## src/hw/rtl/hkvt_pkg.sv

```systemverilog
`default_nettype none

package hkvt_pkg;

    localparam int HASH_W      = 32;
    localparam int VALUE_W     = 32;
    localparam int CHAR_W      = 8;
    localparam int POS_W       = 4;
    localparam int COUNT_OUT_W = 5;

    typedef logic [HASH_W-1:0]  hash_t;
    typedef logic [VALUE_W-1:0] value_t;
    typedef logic [1:0]         mode_t;
    typedef logic [1:0]         status_t;

    localparam mode_t MODE_INSERT = 2'd0;
    localparam mode_t MODE_REMOVE = 2'd1;
    localparam mode_t MODE_LOOKUP = 2'd2;

    localparam status_t STATUS_DONE      = 2'd0;
    localparam status_t STATUS_NOT_FOUND = 2'd1;
    localparam status_t STATUS_FULL      = 2'd2;

    localparam logic [POS_W-1:0] POS_LAST = 4'd9;

    localparam value_t NOT_FOUND_VALUE = 32'h7FFF_FFFF;

    // table operation broadcast to every cell
    typedef struct packed {
        logic   fire;
        mode_t  mode;
        hash_t  hash;
        value_t value;
    } cmd_t;

    // one stored pair, handed to the left neighbor for a remove shift
    typedef struct packed {
        hash_t  hash;
        value_t value;
    } cell_data_t;

    // first-match chain running from cell 0 toward the tail
    typedef struct packed {
        logic   found;
        value_t value;
    } link_t;

endpackage

`default_nettype wire

```

## src/hw/rtl/hkvt_hash.sv

```systemverilog
`default_nettype none

module hkvt_hash
(
    input  wire logic                    clk,
    input  wire logic                    rst_n,
    input  wire logic                    accept,
    input  wire logic [7:0]              key_char,
    input  wire logic                    key_last,
    output      hkvt_pkg::hash_t         hash
);
    import hkvt_pkg::*;

    hash_t             acc_reg;
    hash_t             acc_next;
    logic [POS_W-1:0]  pos_reg;
    logic [POS_W-1:0]  pos_next;
    logic [POS_W+CHAR_W-1:0] product;

    always_comb
    begin
        product = {{CHAR_W{1'b0}}, pos_reg} * {{POS_W{1'b0}}, key_char};
        hash    = acc_reg + {{(HASH_W-POS_W-CHAR_W){1'b0}}, product};
        if (key_last)
        begin
            acc_next = '0;
            pos_next = '0;
        end
        else
        begin
            acc_next = hash;
            pos_next = (pos_reg == POS_LAST) ? '0 : pos_reg + 1'b1;
        end
    end

    always_ff @(posedge clk or negedge rst_n)
    begin
        if (!rst_n)
        begin
            acc_reg <= '0;
            pos_reg <= '0;
        end
        else if (accept)
        begin
            acc_reg <= acc_next;
            pos_reg <= pos_next;
        end
    end

endmodule

`default_nettype wire

```

## src/hw/rtl/hkvt_cell.sv

```systemverilog
`default_nettype none

module hkvt_cell
(
    input  wire logic                    clk,
    input  wire hkvt_pkg::cmd_t          cmd,
    input  wire logic                    occ,
    input  wire logic                    occ_prev,
    input  wire hkvt_pkg::cell_data_t    right_data,
    input  wire hkvt_pkg::link_t         link_in,
    output      hkvt_pkg::link_t         link_out,
    output      hkvt_pkg::cell_data_t    data
);
    import hkvt_pkg::*;

    cell_data_t data_reg;
    logic       match;
    logic       is_tail;

    assign data    = data_reg;
    assign match   = occ && (data_reg.hash == cmd.hash);
    assign is_tail = !occ && occ_prev;

    always_comb
    begin
        link_out.found = link_in.found || match;
        link_out.value = (match && !link_in.found) ? data_reg.value : link_in.value;
    end

    always_ff @(posedge clk)
    begin
        if (cmd.fire)
        begin
            case (cmd.mode)
                MODE_INSERT:
                begin
                    if (is_tail)
                    begin
                        data_reg.hash  <= cmd.hash;
                        data_reg.value <= cmd.value;
                    end
                end
                MODE_REMOVE:
                begin
                    if (occ && link_out.found)
                        data_reg <= right_data;
                end
                default:
                begin
                end
            endcase
        end
    end

endmodule

`default_nettype wire

```

## src/hw/rtl/hashed_key_value_table.sv

```systemverilog
// After the last key character is accepted, the operation waits in the command register until the output
// can take it; out_valid is registered when it fires. One key character per cycle while in_stall is low.
// The table operation runs in the cell chain when the command fires, overlapped with the next key.
// Reset clears the hash, character position, entry count and both handshakes;
// table contents are undefined until written and never read before that.
`default_nettype none

module hashed_key_value_table
#(
    parameter int TABLE_DEPTH = 16
)
(
    input  wire logic                    clk,
    input  wire logic                    rst_n,
    input  wire logic                    in_valid,
    output      logic                    in_stall,
    input  wire logic [1:0]              mode,
    input  wire logic [7:0]              key_char,
    input  wire logic                    key_last,
    input  wire logic signed [31:0]      entry_value,
    output      logic                    out_valid,
    input  wire logic                    out_stall,
    output      logic [1:0]              status,
    output      logic signed [31:0]      found_value,
    output      logic signed [31:0]      key_hash,
    output      logic [4:0]              entry_count
);
    import hkvt_pkg::*;

    localparam int CNT_W = $clog2(TABLE_DEPTH + 1);

    logic        in_fire;
    logic        op_fire;
    hash_t       hash;

    logic        cmd_valid_reg;
    mode_t       cmd_mode_reg;
    hash_t       cmd_hash_reg;
    value_t      cmd_value_reg;
    cmd_t        cmd;

    logic [CNT_W-1:0] count_reg;
    logic [CNT_W-1:0] count_next;
    logic             full;
    logic             hit;

    logic        out_valid_reg;
    status_t     status_reg;
    status_t     status_next;
    value_t      found_reg;
    value_t      found_next;
    hash_t       hash_out_reg;
    logic [COUNT_OUT_W-1:0] count_out_reg;
    logic [CNT_W+COUNT_OUT_W-1:0] count_wide;

    logic [TABLE_DEPTH-1:0] occ;
    cell_data_t             cell_data [TABLE_DEPTH+1];
    link_t                  link      [TABLE_DEPTH+1];

    assign op_fire  = cmd_valid_reg && (!out_valid_reg || !out_stall);
    assign in_stall = cmd_valid_reg && !op_fire;
    assign in_fire  = in_valid && !in_stall;

    hkvt_hash u_hash
    (
        .clk      (clk),
        .rst_n    (rst_n),
        .accept   (in_fire),
        .key_char (key_char),
        .key_last (key_last),
        .hash     (hash)
    );

    always_ff @(posedge clk or negedge rst_n)
    begin
        if (!rst_n)
            cmd_valid_reg <= 1'b0;
        else if (in_fire && key_last)
            cmd_valid_reg <= 1'b1;
        else if (op_fire)
            cmd_valid_reg <= 1'b0;
    end

    always_ff @(posedge clk)
    begin
        if (in_fire && key_last)
        begin
            cmd_mode_reg  <= mode;
            cmd_hash_reg  <= hash;
            cmd_value_reg <= entry_value;
        end
    end

    always_comb
    begin
        cmd.fire  = op_fire;
        cmd.mode  = cmd_mode_reg;
        cmd.hash  = cmd_hash_reg;
        cmd.value = cmd_value_reg;
    end

    assign link[0].found        = 1'b0;
    assign link[0].value        = NOT_FOUND_VALUE;
    assign cell_data[TABLE_DEPTH] = cell_data[TABLE_DEPTH-1];

    for (genvar i = 0; i < TABLE_DEPTH; i++)
    begin : g_cell
        logic occ_prev;

        assign occ[i] = count_reg > CNT_W'(i);

        if (i == 0)
        begin : g_head
            assign occ_prev = 1'b1;
        end
        else
        begin : g_body
            assign occ_prev = occ[i-1];
        end

        hkvt_cell u_cell
        (
            .clk        (clk),
            .cmd        (cmd),
            .occ        (occ[i]),
            .occ_prev   (occ_prev),
            .right_data (cell_data[i+1]),
            .link_in    (link[i]),
            .link_out   (link[i+1]),
            .data       (cell_data[i])
        );
    end

    assign full = count_reg == CNT_W'(TABLE_DEPTH);
    assign hit  = link[TABLE_DEPTH].found;

    always_comb
    begin
        count_next  = count_reg;
        status_next = STATUS_DONE;
        found_next  = NOT_FOUND_VALUE;
        case (cmd_mode_reg)
            MODE_INSERT:
            begin
                if (full)
                    status_next = STATUS_FULL;
                else
                    count_next = count_reg + 1'b1;
            end
            MODE_REMOVE:
            begin
                if (hit)
                    count_next = count_reg - 1'b1;
                else
                    status_next = STATUS_NOT_FOUND;
            end
            MODE_LOOKUP:
            begin
                if (hit)
                    found_next = link[TABLE_DEPTH].value;
                else
                    status_next = STATUS_NOT_FOUND;
            end
            default:
            begin
            end
        endcase
        count_wide = {{COUNT_OUT_W{1'b0}}, count_next};
    end

    always_ff @(posedge clk or negedge rst_n)
    begin
        if (!rst_n)
        begin
            count_reg     <= '0;
            out_valid_reg <= 1'b0;
        end
        else
        begin
            if (op_fire)
                count_reg <= count_next;
            if (op_fire)
                out_valid_reg <= 1'b1;
            else if (!out_stall)
                out_valid_reg <= 1'b0;
        end
    end

    always_ff @(posedge clk)
    begin
        if (op_fire)
        begin
            status_reg    <= status_next;
            found_reg     <= found_next;
            hash_out_reg  <= cmd_hash_reg;
            count_out_reg <= count_wide[COUNT_OUT_W-1:0];
        end
    end

    assign out_valid   = out_valid_reg;
    assign status      = status_reg;
    assign found_value = found_reg;
    assign key_hash    = hash_out_reg;
    assign entry_count = count_out_reg;

    a_count_bound: assert property (@(posedge clk) disable iff (!rst_n)
        count_reg <= CNT_W'(TABLE_DEPTH))
        else $error("entry count exceeds table depth");

    a_remove_shrinks: assert property (@(posedge clk) disable iff (!rst_n)
        (op_fire && cmd_mode_reg == MODE_REMOVE && hit)
        |=> (count_reg == $past(count_reg) - 1'b1))
        else $error("remove hit did not shrink the table");

    a_full_status: assert property (@(posedge clk) disable iff (!rst_n)
        (out_valid_reg && status_reg == STATUS_FULL) |-> full)
        else $error("full status reported on a table with room");

endmodule

`default_nettype wire

```

## config.mk

```make
export PLATFORM = sky130hd
export DESIGN_NAME = hashed_key_value_table
export DESIGN_NICKNAME = d
export VERILOG_FILES = /design/src/hw/rtl/hkvt_pkg.sv /design/src/hw/rtl/hkvt_hash.sv /design/src/hw/rtl/hkvt_cell.sv /design/src/hw/rtl/hashed_key_value_table.sv
export SDC_FILE = /design/constraint.sdc
export NUM_CORES = 2
export LEC_CHECK = 0
export BUFFER_PORTS_ARGS = -buffer_cell sky130_fd_sc_hd__buf_2
export CAP_MARGIN = 20
export CORE_ASPECT_RATIO = 1.2
export CORE_MARGIN = 2
export CORE_UTILIZATION = 30
export DETAILED_ROUTE_END_ITERATION = 6
export GPL_ROUTABILITY_DRIVEN = 1
export GPL_TIMING_DRIVEN = 0
export SLEW_MARGIN = 10
export SYNTH_ARGS = -nofsm -noshare
export SYNTH_HDL_FRONTEND = slang
export SYNTH_HIERARCHICAL = 1
export SYNTH_SLANG_ARGS = --single-unit
```

## constraint.sdc

```tcl
create_clock -name clk -period 9.96 [get_ports clk]
set_input_delay 1.494 -clock clk [delete_from_list [all_inputs] [get_ports clk]]
set_output_delay 1.494 -clock clk [all_outputs]
set_load 0.005 [all_outputs]
```

==> results by group <==
STA
  • RSZ-0062 raised after global routing: no
  • Worst Max-Slew Pin Slew: 1.18 ns
  • Final Cycle Share: between 80% and 90%
  • Shortest period the worst path allows: 8.33 ns
  • Max Slew Vio Count: 0
  • Post-route setup slack: ~1.6 ns
  • Final Hold Viols: 0
  • Clk_skew: about 0.031 ns
  • Final Setup Violations: 0
  • Fmax: 120 MHz
  • Slew HR: between 20 and 25%

Detailed routing
  • Post-DRT Antenna Nets: 0
  • Post-Route WL: about 180 mm
  • Drt pass-1 iters: 5
  • Drt wl/cell: 22.5 um
  • Vias/cell: 4.94
  • Vias post-DR: 39800
  • DRC: 0
  • Initial DRC count: about 3000

Logic synthesis
  • Mapped Avg Cell Area: 15.1 sq um
  • Synthesized flop and latch total: between 1000 and 1500
  • Post-Syn Instances: 4532
  • Number of flops mapped to enable cells by yosys: 1161
  • Yosys warning total: 6
  • Post-synthesis cell area: 0.0683 sq mm
  • Register area share after synthesis: 52.6%
  • Share of synthesized registers carrying an async set or reset: 3.57%
  • Cell variety after synth: 87
  • Most used DFF post-synth: edfxtp_1

GRT
  • Vias in the first global route: around 42000
  • First-pass GRT wire length: 271 mm
  • Antenna violations before repair: 6
  • Gr ovfl total: 0
  • Largest net degree at the start of global routing: 58
  • GRT Overall Usage: 15.5%

Worst setup path
  • Reg2reg path depth: 27
  • Critical path fanouts, max: 10
  • Critical path arrival: 8.84 ns
  • Crit Path Class: reg2reg
  • Critical R2R Launch: count_reg[0]$_DFFE_PN0P_
  • R2r setup slk: 1.63 ns
  • Critical Path RT: 10.48 ns
  • Crit start category: flip-flop
  • R2R Path End: found_value[15]$_SDFFCE_PN1P_
  • Critical Path End Type: flip-flop

Power and ir drop
  • P per Cell Area: 166 mW/mm^2
  • VDD IR max: approximately 0.15 mV
  • Static leakage: 27.6 nW
  • Power Total: between 10 and 15 mW

Clock tree
  • Clock Tree Root: clkbuf_16
  • Worst-path clk slew: 0.06 ns
  • Clk Latency, worst-skew pair: 0.80 ns
  • CTS tree: done
  • Cts hold-fix bufs: 0
  • # clock sinks: about 1200
  • Post-CTS Setup Bufs: 0
  • Cts repair resizes: 0
  • H-tree Lvls: 4
  • CTS max path bufs: 3
  • Num CTS Buffers: 147

Floorplanning
  • Starting Density: 30.2%
  • Chip Height: approximately 530 um
  • Core footprint: 0.226 sq mm
  • Full die area: 0.231 sq mm
  • Ports: 120
  • Row cnt: 191
  • Die Wd: 440 um

Placed design
  • Placement Setup Slack: 1.79 ns
  • IO buf count: about 120
  • Post-DP HPWL: 138 mm
  • Routability cong.: 0.845
  • Dpl cell area: approximately 0.076 sq mm

Final layout
  • Fin nets: a little over 5000
  • Max FFs per register: 1024
  • Layout area overhead: 17.7%
  • Share of cells above drive strength 1: 43.4%
  • Finished layout cell area: 0.0804 sq mm

Worst hold path
  • Worst Hold Depth: 1
  • Hold WC Path Type: reg2reg
  • Hold Crit Start: cmd_valid_reg$_DFFE_PN0P_
  • Worst Hold End: out_valid$_DFFE_PN0P_

Outcome
  • Status: completed

Run
  • Max cap viols: 0
synth_stat cells, drive strengths merged (21+ instances only):
| cell | instances | area share, % |
|---|---|---|
| nor2 | 66 | 0.37 |
| nor3 | 42 | 0.32 |
| nand2 | 88 | 0.48 |
| fa | 21 | 0.62 |
| nor4 | 195 | 2.5 |
| nand2b | 84 | 0.77 |
| xor2 | 513 | 6.6 |
| dfrtp | 43 | 1.6 |
| inv | 73 | 0.40 |
| or2 | 32 | 0.29 |
| mux2 | 1537 | 28 |
| o21ai | 56 | 0.42 |
| ha | 34 | 0.62 |
| and2 | 31 | 0.28 |
| nor2b | 41 | 0.39 |
| nand4 | 43 | 0.39 |
| buf | 68 | 1.3 |
| edfxtp | 1161 | 51 |
| clkbuf | 123 | 0.68 |
| nand3 | 84 | 0.62 |
area by class of cell:
class | instances | area (sq um)
Buffer | 191 | 1320
Multi-Input combinational cell | 3097 | 31100
Sequential cell | 1204 | 35900
Inverter | 74 | 283
Timing Repair Buffer | 257 | 3370
Clock inverter | 67 | 647
Fill cell | 21600 | 146000
Clock buffer | 190 | 3970
Antenna cell | 2 | 5.00
Tap cell | 2991 | 3740
metrics by stage:
step	cells	util [%]	hold WS, ns	setup TNS [ns]
2_1_floorplan	4566	-	0.441	0
3_5_place_dp	7813	33.5	0.467	0
5_1_grt	8071	35.5	0.514	0
6_report	8073	35.5	0.477	0
4_1_cts	8070	35.5	0.479	0
3_3_place_gp	7676	32.2	0.453	-3333.65
cell usage in the layout (no fill, tap or decap), drive strengths merged, types with 5 or more instances in the layout:
master and instances:
mux2 1537, edfxtp 1161, xor2 513, buf 325, clkbuf 313, nor4 195, nand2 88, nand3 84
nand2b 84, inv 80, nor2 66, o21ai 56, clkinv 48, dfrtp 43, nand4 43, nor3 42
nor2b 41, conb 36, ha 34, or2 32, and2 31, fa 21, a31oi 19, and4 18
a21oi 18, nor4b 17, or4b 17, xnor2 13, a22o 12, bufinv 10, mux2i 8, a31o 7
a21o 6, o211ai 5, a211oi 5, a211o 5
how the worst max path moves through the flow:
| stage | endpoint | cells after the start | startpoint | slack [ns] |
|---|---|---|---|---|
| floorplan | g_cell[0].u_cell/data[0]$_DFFE_PP_ | 5 | out_stall | 1.60 |
| global placement | g_cell[15].u_cell/data[15]$_DFFE_PP_ | 6 | out_stall | -4.43 |
| detailed placement | found_value[15]$_SDFFCE_PN1P_ | 27 | count_reg[0]$_DFFE_PN0P_ | 1.79 |
| CTS | found_value[14]$_SDFFCE_PN1P_ | 27 | count_reg[0]$_DFFE_PN0P_ | 1.75 |
| global route | found_value[15]$_SDFFCE_PN1P_ | 27 | count_reg[0]$_DFFE_PN0P_ | 1.22 |
| finish | found_value[15]$_SDFFCE_PN1P_ | 27 | count_reg[0]$_DFFE_PN0P_ | 1.63 |
worst max-delay path: stages, from the launching register on:
cell	delay, ns
dfrtp_1	0.43
buf_2	0.25
inv_1	0.14
ha_1	0.27
nand3b_1	0.42
nand2_1	0.10
nor4b_1	0.28
or4b_2	0.70
nand2b_1	0.22
nand2b_1	0.23
nand2b_1	0.22
nand2b_1	0.22
nand2b_1	0.23
nand2b_1	0.22
nand2b_1	0.24
nand2b_1	0.27
nand2b_1	0.28
nand2b_1	0.28
nand2b_1	0.24
nand2b_1	0.23
nand2b_1	0.24
nand2b_1	0.24
nand2b_1	0.23
nand2b_1	0.12
buf_2	0.30
nand2_1	0.68
clkbuf_1	0.43
or2_2	0.34
cells by family after synthesis:
kind of cell               synth area share, %
AOI/OAI and AO/OA                         1.69
xor gates and xnor gates                  6.75
adders and majority gates                 1.24
buffers and inverters                     2.34
DFF                                       52.6
muxes                                     28.1
other                                   0.0110
and+or+nand+nor                           7.25
routing by layer:
layer / up-vias / wire length, um / GRT usage [%]
met2: 987 / 87500 / 25.7
li1: 18300 / - / -
met1: 20300 / 79800 / 20.3
met4: 0 / 5940 / 5.32
met5: - / 0 / 0
met3: 293 / 8680 / 2.50
report_power, final:
group,switching (mW),total [mW],internal (mW)
clock network,2.15,5.21,3.06
registers,0.200,6.08,5.88
logic,1.12,2.05,0.935
total,3.47,13.3,9.87
Note: power is estimated with default switching activity, not from simulation.
